$ cat config.mk
export PLATFORM = sky130hd
export DESIGN_NAME = neighbor_tick_table_flat
export DESIGN_NICKNAME = d
export VERILOG_FILES = /design/src/hdl/ntt_pkg.sv /design/src/hdl/ntt_if.sv /design/src/hdl/neighbor_tick_table.sv /design/src/hdl/ntt_front.sv /design/src/hdl/ntt_queue.sv /design/src/hdl/ntt_back.sv /design/src/flat_wrapper.sv
export SDC_FILE = /design/constraint.sdc
export NUM_CORES = 2
export LEC_CHECK = 0
export BUFFER_PORTS_ARGS = -buffer_cell sky130_fd_sc_hd__clkbuf_2
export CAP_MARGIN = 25
export CORE_ASPECT_RATIO = 0.9
export CORE_MARGIN = 4
export CORE_UTILIZATION = 30
export CTS_CLUSTER_DIAMETER = 80
export DETAILED_ROUTE_END_ITERATION = 7
export PLACE_DENSITY = 0.43
export SLEW_MARGIN = 20
export SYNTH_ARGS = -nofsm -noshare
export SYNTH_HDL_FRONTEND = slang
export SYNTH_SLANG_ARGS = --single-unit
$ cat constraint.sdc
create_clock -name clk_i -period 4.85 [get_ports clk_i]
set_input_delay 0.485 -clock clk_i [delete_from_list [all_inputs] [get_ports clk_i]]
set_output_delay 0.485 -clock clk_i [all_outputs]
set_load 0.02 [all_outputs]
$ cat src/hdl/ntt_pkg.sv
// ----------------------------------------------------------------------------
// ntt_pkg
// Shared types and constants of the neighbor tick table.
// ----------------------------------------------------------------------------
package ntt_pkg;

  localparam int unsigned ADDR_W      = 32;
  localparam int unsigned TICK_W      = 32;
  localparam int unsigned MODE_W      = 2;
  localparam int unsigned QUEUE_DEPTH = 2;

  localparam logic [TICK_W-1:0] TICK_MAX = '1;
  localparam logic [TICK_W-1:0] TICK_ONE = TICK_W'(1);

  // Mode codes as seen on the request channel
  localparam logic [MODE_W-1:0] MODE_TICK   = 2'd0;
  localparam logic [MODE_W-1:0] MODE_DELETE = 2'd1;
  localparam logic [MODE_W-1:0] MODE_LOOKUP = 2'd2;
  localparam logic [MODE_W-1:0] MODE_DUMP   = 2'd3;

  typedef enum logic [1:0] {
    OP_TICK,
    OP_DELETE,
    OP_LOOKUP,
    OP_DUMP
  } op_e;

  typedef struct packed {
    op_e               op;
    logic [ADDR_W-1:0] addr;
  } cmd_t;

  typedef struct packed {
    logic              found;
    logic [ADDR_W-1:0] entry_addr;
    logic [TICK_W-1:0] tick_count;
    logic              status;
    logic              last;
  } rsp_t;

endpackage

$ cat src/hdl/ntt_if.sv
// ----------------------------------------------------------------------------
// ntt_req_if / ntt_rsp_if
// Valid/ready channels of the neighbor tick table.
// ----------------------------------------------------------------------------
interface ntt_req_if;
  logic        valid;
  logic        ready;
  logic [1:0]  mode;
  logic [31:0] neighbor_addr;

  modport source (output valid, output mode, output neighbor_addr, input ready);
  modport sink   (input valid, input mode, input neighbor_addr, output ready);
endinterface

interface ntt_rsp_if;
  logic        valid;
  logic        ready;
  logic        found;
  logic [31:0] entry_addr;
  logic [31:0] tick_count;
  logic        status;
  logic        last;

  modport source (output valid, output found, output entry_addr, output tick_count,
                  output status, output last, input ready);
  modport sink   (input valid, input found, input entry_addr, input tick_count,
                  input status, input last, output ready);
endinterface

$ cat src/hdl/neighbor_tick_table.sv
// ----------------------------------------------------------------------------
// neighbor_tick_table
// Associative table of neighbor addresses with saturating tick counts.
//
// Each request beat carries a mode (tick, delete, lookup, dump) and an address.
// Tick, delete and lookup give one response beat each; in the table engine
// they pass a command pop, a registered parallel match of all slots that also
// fetches the matched count, and the execute step that updates the matched slot
// or fills a free one, waiting while the response register is still full. A dump
// walks the slots, at most TABLE_DEPTH, up to the last valid one after those steps, and
// gives one beat per valid slot in slot order with last set on the final beat;
// an empty table gives a single not-found beat. A two-entry command queue lets
// requests be taken while the engine works, and a response register lets the
// engine pop and match the next command while a finished beat waits downstream.
// The table is empty after reset; no clearing pass is needed.
// ----------------------------------------------------------------------------
module neighbor_tick_table #(
  parameter int unsigned TABLE_DEPTH = 32
) (
  input  logic      clk_i,
  input  logic      rst_ni,
  ntt_req_if.sink   req_i,
  ntt_rsp_if.source rsp_o
);
  import ntt_pkg::*;

  cmd_t front_cmd, queue_cmd;
  logic front_valid, front_ready;
  logic queue_valid, queue_ready;

  ntt_front u_front (
    .clk_i       (clk_i),
    .rst_ni      (rst_ni),
    .req_i       (req_i),
    .cmd_o       (front_cmd),
    .cmd_valid_o (front_valid),
    .cmd_ready_i (front_ready)
  );

  ntt_queue u_queue (
    .clk_i        (clk_i),
    .rst_ni       (rst_ni),
    .push_data_i  (front_cmd),
    .push_valid_i (front_valid),
    .push_ready_o (front_ready),
    .pop_data_o   (queue_cmd),
    .pop_valid_o  (queue_valid),
    .pop_ready_i  (queue_ready)
  );

  ntt_back #(
    .TABLE_DEPTH (TABLE_DEPTH)
  ) u_back (
    .clk_i       (clk_i),
    .rst_ni      (rst_ni),
    .cmd_i       (queue_cmd),
    .cmd_valid_i (queue_valid),
    .cmd_ready_o (queue_ready),
    .rsp_o       (rsp_o)
  );

  // A beat that is not the last of a dump reports a stored entry
  a_dump_entry: assert property (@(posedge clk_i) disable iff (!rst_ni)
    rsp_o.valid && !rsp_o.last |-> rsp_o.found && !rsp_o.status)
    else $error("non-final beat without a found entry");

  // A refused insertion stores nothing and reports no count
  a_full_refusal: assert property (@(posedge clk_i) disable iff (!rst_ni)
    rsp_o.valid && rsp_o.status |-> !rsp_o.found && (rsp_o.tick_count == '0) && rsp_o.last)
    else $error("full-table beat carries found or count");

  // A command cannot leave the queue while the engine is busy with the last one
  a_queue_hold: assert property (@(posedge clk_i) disable iff (!rst_ni)
    queue_valid && queue_ready |=> !queue_ready)
    else $error("engine took two commands back to back");

endmodule

$ cat src/hdl/ntt_front.sv
// ----------------------------------------------------------------------------
// ntt_front
// Accepts request beats, decodes the mode and registers the command.
// ----------------------------------------------------------------------------
module ntt_front (
  input  logic          clk_i,
  input  logic          rst_ni,
  ntt_req_if.sink       req_i,
  output ntt_pkg::cmd_t cmd_o,
  output logic          cmd_valid_o,
  input  logic          cmd_ready_i
);
  import ntt_pkg::*;

  logic stage_valid_q, stage_valid_d;
  cmd_t stage_q, stage_d;
  logic accept;

  assign req_i.ready = !stage_valid_q || cmd_ready_i;
  assign accept      = req_i.valid && req_i.ready;

  always_comb begin
    stage_d.addr = req_i.neighbor_addr;
    case (req_i.mode)
      MODE_TICK:   stage_d.op = OP_TICK;
      MODE_DELETE: stage_d.op = OP_DELETE;
      MODE_LOOKUP: stage_d.op = OP_LOOKUP;
      MODE_DUMP: begin
        stage_d.op   = OP_DUMP;
        stage_d.addr = '0;  // address plays no part in a dump
      end
      default:     stage_d.op = OP_LOOKUP;
    endcase
  end

  always_comb begin
    stage_valid_d = stage_valid_q;
    if (accept) begin
      stage_valid_d = 1'b1;
    end else if (cmd_ready_i) begin
      stage_valid_d = 1'b0;
    end
  end

  always_ff @(posedge clk_i or negedge rst_ni) begin
    if (!rst_ni) begin
      stage_valid_q <= 1'b0;
    end else begin
      stage_valid_q <= stage_valid_d;
    end
  end

  always_ff @(posedge clk_i) begin
    if (accept) begin
      stage_q <= stage_d;
    end
  end

  assign cmd_o       = stage_q;
  assign cmd_valid_o = stage_valid_q;

endmodule

$ cat src/hdl/ntt_queue.sv
// ----------------------------------------------------------------------------
// ntt_queue
// Short command queue between the front and the table engine.
// ----------------------------------------------------------------------------
module ntt_queue (
  input  logic          clk_i,
  input  logic          rst_ni,
  input  ntt_pkg::cmd_t push_data_i,
  input  logic          push_valid_i,
  output logic          push_ready_o,
  output ntt_pkg::cmd_t pop_data_o,
  output logic          pop_valid_o,
  input  logic          pop_ready_i
);
  import ntt_pkg::*;

  localparam int unsigned PTR_W = (QUEUE_DEPTH > 1) ? $clog2(QUEUE_DEPTH) : 1;
  localparam int unsigned CNT_W = $clog2(QUEUE_DEPTH + 1);
  localparam logic [PTR_W-1:0] PTR_LAST = PTR_W'(QUEUE_DEPTH - 1);
  localparam logic [CNT_W-1:0] CNT_FULL = CNT_W'(QUEUE_DEPTH);

  cmd_t             mem_q [QUEUE_DEPTH];
  logic [PTR_W-1:0] wr_ptr_q, rd_ptr_q;
  logic [CNT_W-1:0] cnt_q;
  logic             push, pop;

  assign push_ready_o = (cnt_q != CNT_FULL);
  assign pop_valid_o  = (cnt_q != '0);
  assign push         = push_valid_i && push_ready_o;
  assign pop          = pop_valid_o && pop_ready_i;
  assign pop_data_o   = mem_q[rd_ptr_q];

  always_ff @(posedge clk_i or negedge rst_ni) begin
    if (!rst_ni) begin
      wr_ptr_q <= '0;
      rd_ptr_q <= '0;
      cnt_q    <= '0;
    end else begin
      if (push) begin
        wr_ptr_q <= (wr_ptr_q == PTR_LAST) ? '0 : wr_ptr_q + PTR_W'(1);
      end
      if (pop) begin
        rd_ptr_q <= (rd_ptr_q == PTR_LAST) ? '0 : rd_ptr_q + PTR_W'(1);
      end
      if (push && !pop) begin
        cnt_q <= cnt_q + CNT_W'(1);
      end else if (pop && !push) begin
        cnt_q <= cnt_q - CNT_W'(1);
      end
    end
  end

  always_ff @(posedge clk_i) begin
    if (push) begin
      mem_q[wr_ptr_q] <= push_data_i;
    end
  end

endmodule

$ cat src/hdl/ntt_back.sv
// ----------------------------------------------------------------------------
// ntt_back
// Table engine: parallel address match, tick/delete/lookup and slot walk.
// ----------------------------------------------------------------------------
module ntt_back #(
  parameter int unsigned TABLE_DEPTH = 32
) (
  input  logic          clk_i,
  input  logic          rst_ni,
  input  ntt_pkg::cmd_t cmd_i,
  input  logic          cmd_valid_i,
  output logic          cmd_ready_o,
  ntt_rsp_if.source     rsp_o
);
  import ntt_pkg::*;

  localparam int unsigned IDX_W = (TABLE_DEPTH > 1) ? $clog2(TABLE_DEPTH) : 1;

  typedef enum logic [1:0] {
    S_IDLE,
    S_MATCH,
    S_EXEC,
    S_DUMP
  } state_e;

  state_e                 state_q;
  cmd_t                   cmd_q;
  logic                   hit_q, free_q, any_q;
  logic [IDX_W-1:0]       hit_idx_q, free_idx_q, walk_idx_q;
  logic [TICK_W-1:0]      hit_tick_q;
  logic [TABLE_DEPTH-1:0] valid_q;
  rsp_t                   rsp_q;
  logic                   rsp_valid_q;

  logic [ADDR_W-1:0]      addr_mem [TABLE_DEPTH];
  logic [TICK_W-1:0]      tick_mem [TABLE_DEPTH];

  logic [TABLE_DEPTH-1:0] hit_vec, above_vec;
  logic [IDX_W-1:0]       hit_idx, free_idx;
  logic [TICK_W-1:0]      tick_inc;
  logic                   out_free, walk_last, tick_write, tick_new;
  logic                   exec_step, dump_start, walk_hit, rsp_load;
  rsp_t                   exec_rsp;

  // Match every valid slot against the command address
  always_comb begin
    for (int j = 0; j < TABLE_DEPTH; j++) begin
      hit_vec[j] = valid_q[j] && (addr_mem[j] == cmd_q.addr);
    end
  end

  always_comb begin
    hit_idx  = '0;
    free_idx = '0;
    for (int j = TABLE_DEPTH - 1; j >= 0; j--) begin
      if (hit_vec[j]) begin
        hit_idx = IDX_W'(j);
      end
      if (!valid_q[j]) begin
        free_idx = IDX_W'(j);
      end
    end
  end

  // Valid slots beyond the walk position decide the last marker
  always_comb begin
    for (int j = 0; j < TABLE_DEPTH; j++) begin
      above_vec[j] = valid_q[j] && (IDX_W'(j) > walk_idx_q);
    end
  end

  assign walk_last   = (above_vec == '0);
  assign tick_inc    = (hit_tick_q == TICK_MAX) ? hit_tick_q : hit_tick_q + TICK_ONE;
  assign out_free    = !rsp_valid_q || rsp_o.ready;
  assign cmd_ready_o = (state_q == S_IDLE);

  assign exec_step  = (state_q == S_EXEC) && out_free;
  assign dump_start = exec_step && (cmd_q.op == OP_DUMP) && any_q;
  assign walk_hit   = (state_q == S_DUMP) && valid_q[walk_idx_q];
  assign rsp_load   = (exec_step && !dump_start) || (walk_hit && out_free);

  assign tick_write = exec_step && (cmd_q.op == OP_TICK);
  assign tick_new   = tick_write && !hit_q && free_q;

  // Single-beat response of tick, delete, lookup and the empty dump
  always_comb begin
    exec_rsp.found      = hit_q;
    exec_rsp.entry_addr = cmd_q.addr;
    exec_rsp.tick_count = '0;
    exec_rsp.status     = 1'b0;
    exec_rsp.last       = 1'b1;
    case (cmd_q.op)
      OP_TICK: begin
        if (hit_q) begin
          exec_rsp.tick_count = tick_inc;
        end else if (free_q) begin
          exec_rsp.tick_count = TICK_ONE;
        end else begin
          exec_rsp.status = 1'b1;
        end
      end
      OP_LOOKUP: begin
        if (hit_q) begin
          exec_rsp.tick_count = hit_tick_q;
        end
      end
      OP_DUMP: begin
        // only reached with an empty table
        exec_rsp.found      = 1'b0;
        exec_rsp.entry_addr = '0;
      end
      default: ;
    endcase
  end

  always_ff @(posedge clk_i or negedge rst_ni) begin
    if (!rst_ni) begin
      state_q     <= S_IDLE;
      cmd_q       <= '0;
      hit_q       <= 1'b0;
      free_q      <= 1'b0;
      any_q       <= 1'b0;
      hit_idx_q   <= '0;
      free_idx_q  <= '0;
      walk_idx_q  <= '0;
      hit_tick_q  <= '0;
      valid_q     <= '0;
      rsp_q       <= '0;
      rsp_valid_q <= 1'b0;
    end else begin
      rsp_valid_q <= rsp_load || (rsp_valid_q && !rsp_o.ready);
      case (state_q)
        S_IDLE: begin
          if (cmd_valid_i) begin
            cmd_q   <= cmd_i;
            state_q <= S_MATCH;
          end
        end
        S_MATCH: begin
          hit_q      <= |hit_vec;
          hit_idx_q  <= hit_idx;
          hit_tick_q <= tick_mem[hit_idx];
          free_q     <= ~&valid_q;
          free_idx_q <= free_idx;
          any_q      <= |valid_q;
          walk_idx_q <= '0;
          state_q    <= S_EXEC;
        end
        S_EXEC: begin
          if (out_free) begin
            if (dump_start) begin
              state_q <= S_DUMP;
            end else begin
              rsp_q   <= exec_rsp;
              state_q <= S_IDLE;
            end
            if (tick_new) begin
              valid_q[free_idx_q] <= 1'b1;
            end else if ((cmd_q.op == OP_DELETE) && hit_q) begin
              valid_q[hit_idx_q] <= 1'b0;
            end
          end
        end
        S_DUMP: begin
          if (!valid_q[walk_idx_q]) begin
            walk_idx_q <= walk_idx_q + IDX_W'(1);
          end else if (out_free) begin
            rsp_q.found      <= 1'b1;
            rsp_q.entry_addr <= addr_mem[walk_idx_q];
            rsp_q.tick_count <= tick_mem[walk_idx_q];
            rsp_q.status     <= 1'b0;
            rsp_q.last       <= walk_last;
            if (walk_last) begin
              state_q <= S_IDLE;
            end else begin
              walk_idx_q <= walk_idx_q + IDX_W'(1);
            end
          end
        end
        default: state_q <= S_IDLE;
      endcase
    end
  end

  always_ff @(posedge clk_i) begin
    if (tick_new) begin
      addr_mem[free_idx_q] <= cmd_q.addr;
      tick_mem[free_idx_q] <= TICK_ONE;
    end else if (tick_write && hit_q) begin
      tick_mem[hit_idx_q] <= tick_inc;
    end
  end

  assign rsp_o.valid      = rsp_valid_q;
  assign rsp_o.found      = rsp_q.found;
  assign rsp_o.entry_addr = rsp_q.entry_addr;
  assign rsp_o.tick_count = rsp_q.tick_count;
  assign rsp_o.status     = rsp_q.status;
  assign rsp_o.last       = rsp_q.last;

endmodule
$ cat src/flat_wrapper.sv
// flat-port wrapper written by rule: the top's interface ports become plain ports
module neighbor_tick_table_flat import ntt_pkg::*;
#(
  parameter int unsigned TABLE_DEPTH = 32
)
  (clk_i, rst_ni, req_i_valid, req_i_mode, req_i_neighbor_addr, req_i_ready, rsp_o_valid, rsp_o_found, rsp_o_entry_addr, rsp_o_tick_count, rsp_o_status, rsp_o_last, rsp_o_ready);
  ntt_req_if req_i_i ();
  ntt_rsp_if rsp_o_i ();
  input  logic clk_i;
  input  logic rst_ni;
  input wire logic [$bits(req_i_i.valid)-1:0] req_i_valid;
  input wire logic [$bits(req_i_i.mode)-1:0] req_i_mode;
  input wire logic [$bits(req_i_i.neighbor_addr)-1:0] req_i_neighbor_addr;
  output wire logic [$bits(req_i_i.ready)-1:0] req_i_ready;
  output wire logic [$bits(rsp_o_i.valid)-1:0] rsp_o_valid;
  output wire logic [$bits(rsp_o_i.found)-1:0] rsp_o_found;
  output wire logic [$bits(rsp_o_i.entry_addr)-1:0] rsp_o_entry_addr;
  output wire logic [$bits(rsp_o_i.tick_count)-1:0] rsp_o_tick_count;
  output wire logic [$bits(rsp_o_i.status)-1:0] rsp_o_status;
  output wire logic [$bits(rsp_o_i.last)-1:0] rsp_o_last;
  input wire logic [$bits(rsp_o_i.ready)-1:0] rsp_o_ready;
  assign req_i_i.valid = req_i_valid;
  assign req_i_i.mode = req_i_mode;
  assign req_i_i.neighbor_addr = req_i_neighbor_addr;
  assign req_i_ready = req_i_i.ready;
  assign rsp_o_valid = rsp_o_i.valid;
  assign rsp_o_found = rsp_o_i.found;
  assign rsp_o_entry_addr = rsp_o_i.entry_addr;
  assign rsp_o_tick_count = rsp_o_i.tick_count;
  assign rsp_o_status = rsp_o_i.status;
  assign rsp_o_last = rsp_o_i.last;
  assign rsp_o_i.ready = rsp_o_ready;
  neighbor_tick_table #(.TABLE_DEPTH(TABLE_DEPTH)) u_core (.clk_i(clk_i), .rst_ni(rst_ni), .req_i(req_i_i), .rsp_o(rsp_o_i));
endmodule
==> out/results.ini <==
[synthesis]
syn-cell-area_um2=117000
async_flop_share=0.0816
netlist_instances=8029
ys.flop_type=edfxtp_1
ys_ff_latch=2341
ys_seq_area_frac=0.592
synth_warnings=0
synth_fp_nets=8073
avgSynthCellArea_um2=14.6
synth_edf_count=2150
ys_top_cells_by_area=edfxtp_1 55%, mux4_2 12%, xor2_1 5.0%
yosys.cell_count.top_type=edfxtp_1
netlist_top_cells_count=2,150 x edfxtp_1, 674 x xor2_1, 645 x mux4_2
synth.distinct_cells=98
netlist.area_leader.share=0.551
synth_top_cell_by_area=edfxtp_1

[place]
place.gp.congestion=0.973
place_inst=14000
port_buffers=106
place_area_um2=134000
dpl.hpwl_um=401000

[status]
violations=negative setup slack
status=finished, violations left

[grt]
grt_pass1_vias=83800
antenna_found_initial=51
grt_pass1_wl_um=771000
grt.overflow.total=0
grt_max_degree=87
grt_usage=0.281

[timing]
fin_crit_sh=1.05
final.setup.tns_ps=-4570
worst_pin_slew_ps=1190
fmax_ghz=0.197
max-slew-margin-rel=0.186
finClkSkew_ps=71.0
setup_ws_ps=-228
drv_slew=0
fin_crit_ps=5080
hold_viol=0
rsz0062_at_grt=true
finalSetupViolCount=32

[worst_setup_path]
cp-end-kind=register
worstPathArrival_ps=5870
path_max_fanout=12
start_kind=register
worstSetupPathType=reg -> reg
critical_path_required_ps=5650

[drt]
drt_iter0_drc=13300
drcViolationCount=0
met2_length_um=240000
wl_per_cell_um=39.3
wl_met1_um=256000
met3_length_um=62500
dr_total_vias=88000
wl_um=581000
drtAntennaViolNets=0
highest_layer=met5
dr.pass1.iters=6
routed_via_density=5.95

[power]
ir_worst_vdd_mv=0.334
p_total_mw=81.3
powerDensity_nw_per_um2=548
p_leak_nw=49.8

[min_path]
hold_path.class=in -> async

[cts]
path_clk_slew_ps=60
cts_tree=built
clk_latency_ps=970
htreeDepth=5
cts_num_sinks=2341
cts-root-buf=clkbuf_16
clockBufferDepth=4
cts_inserted_buffers=285

[cells_and_area]
areaGrowthSynthToFinish_pct=26.8
final_cells=14800
utilization=0.382
layout-drive-gt1-share=0.322
fin_nets=9426
stdcell_area_um2=148000

[die]
die_x_um=667
die_height_um=601
dieArea_um2=400000
fp-row-count=217
core-area_um2=389000
initial_core_util=0.301
io_pins=107

[run]
cap_violations=0

-- cell type report --
type                            instances  area [um^2]
Sequential cell                      2341        69500
Timing Repair Buffer                 1639        16000
Tap cell                             5146         6440
Fill cell                           36300       240000
Multi-Input combinational cell       5050        47300
Clock inverter                        141         1210
Antenna cell                           21         52.6
Inverter                               65          250
Clock buffer                          382         7840
-- repair_timing --
action / CTS / global route
setup endpoints to repair: 32 / 32
setup buffers: 165 / 10
gates resized for setup: 440 / 60
cloned: 16 / 3
pin swaps: 158 / 36
endpoints found under the hold margin: 76 / 0
hold buffers: 36 / 0
-- state kept, by name, indices dropped and copies added, names as in the netlist --
signal / count
u_core.u_back.addr_mem: 1024
u_core.u_back.any_q: 1
u_core.u_back.cmd_q: 34
u_core.u_back.free_idx_q: 5
u_core.u_back.free_q: 1
u_core.u_back.hit_idx_q: 5
u_core.u_back.hit_q: 1
u_core.u_back.hit_tick_q: 32
u_core.u_back.rsp_o.entry_addr: 32
u_core.u_back.rsp_o.found: 1
u_core.u_back.rsp_o.last: 1
u_core.u_back.rsp_o.status: 1
u_core.u_back.rsp_o.tick_count: 32
u_core.u_back.rsp_o.valid: 1
u_core.u_back.state_q: 2
u_core.u_back.tick_mem: 1024
u_core.u_back.valid_q: 32
u_core.u_back.walk_idx_q: 5
u_core.u_front.cmd_o: 34
u_core.u_front.cmd_valid_o: 1
u_core.u_queue.cnt_q: 2
u_core.u_queue.mem_q: 68
u_core.u_queue.rd_ptr_q: 1
u_core.u_queue.wr_ptr_q: 1
-- power breakdown --
group | internal [mW] | leakage, nW | total (mW) | switching (mW)
Combinational | 12.6 | 25.0 | 34.4 | 21.8
Sequential | 24.3 | 20.4 | 25.6 | 1.27
Clock | 12.2 | 4.43 | 21.4 | 9.18
Total | 49.0 | 49.8 | 81.3 | 32.3
-- critical path: stages (launching register included) --
cell and delay [ps]:
dfrtp_4 540, buf_12 190, buf_12 140, buf_8 150
xor2_4 190, nor4_1 280, nand4b_1 220, nor4_2 320
buf_4 190, o211ai_1 160, a311oi_4 400, buf_6 180
nor4b_4 50, buf_6 150, o21ai_4 190, buf_12 190
buf_6 130, buf_16 130, mux2i_1 190, o21ai_1 80
a211oi_2 290, o32ai_2 150, or3_4 360
-- stage by stage --
step | setup slack, ps | hold WS (ps)
2_1_floorplan | 102 | 189
3_3_place_gp | -944 | 428
3_5_place_dp | -938 | 431
4_1_cts | -121 | 59.2
5_1_grt | -293 | 96.1
6_report | -228 | 106
-- cell usage in the layout (no fill, tap or decap), types with 39 or more instances in the layout --
cell       count
or3_1         39
buf_6         72
buf_4       1149
mux2i_1      286
nor2b_1       45
xnor2_1      360
xor2_1       645
mux4_2       645
nand4b_1      41
clkinv_1      49
nand2_1      436
nand4_1      195
and2_1        50
a221oi_1      43
nand3_1      172
buf_12       228
edfxtp_1    2150
inv_1         59
clkbuf_1      72
clkbuf_16    296
nor4_1       271
nor2_4        72
clkinv_2      45
a31oi_1       43
dfrtp_1      152
nor3_1        60
clkbuf_2     105
o21ai_0       95
nor2_1       288
a221o_1       42
o221ai_1      41
a21oi_1      288
and3_1       142
-- path summary, 6_finish.rpt --
path	from	end	slack (ps)	depth (start not counted)
hold reg to reg	u_core.u_front.cmd_o[22]	u_core.u_queue.mem_q[0][22]	430	0
setup reg to reg	u_core.u_back.cmd_q[12]	u_core.u_back.hit_tick_q[0]	-230	22
min in group clk_i	rsp_o_ready	u_core.u_back.rsp_o.valid	220	3
setup / recovery	u_core.u_back.cmd_q[12]	u_core.u_back.hit_tick_q[0]	-230	22
max in group asynchronous	rst_ni	u_core.u_back.cmd_q[26]	3410	3
hold / removal	rst_ni	u_core.u_back.hit_tick_q[25]	110	2
-- per-layer routing --
layer  vias to the layer above  global-route usage
li1                      34500                   -
met1                     47000               0.419
met2                      5653               0.396
met3                       869              0.0685
met4                        10              0.0923
met5                         -                   0
-- cell families (layout without fill, tap and decap cells) --
kind of cell | after synthesis | count (layout) | synth area share
flip-flops | 2341 | 2341 | 0.592
AND/OR/NAND/NOR | 2082 | 2082 | 0.0942
XOR/XNOR | 1067 | 1067 | 0.0799
multiplexers | 963 | 963 | 0.151
AO/OA/AOI/OAI | 932 | 932 | 0.0550
buffers and inverters | 638 | 2227 | 0.0266
adder cells (fa/ha/maj) | 6 | 6 | 0.000641
other | 0 | 21 | 0
Note: power is estimated with default switching activity, not from simulation.
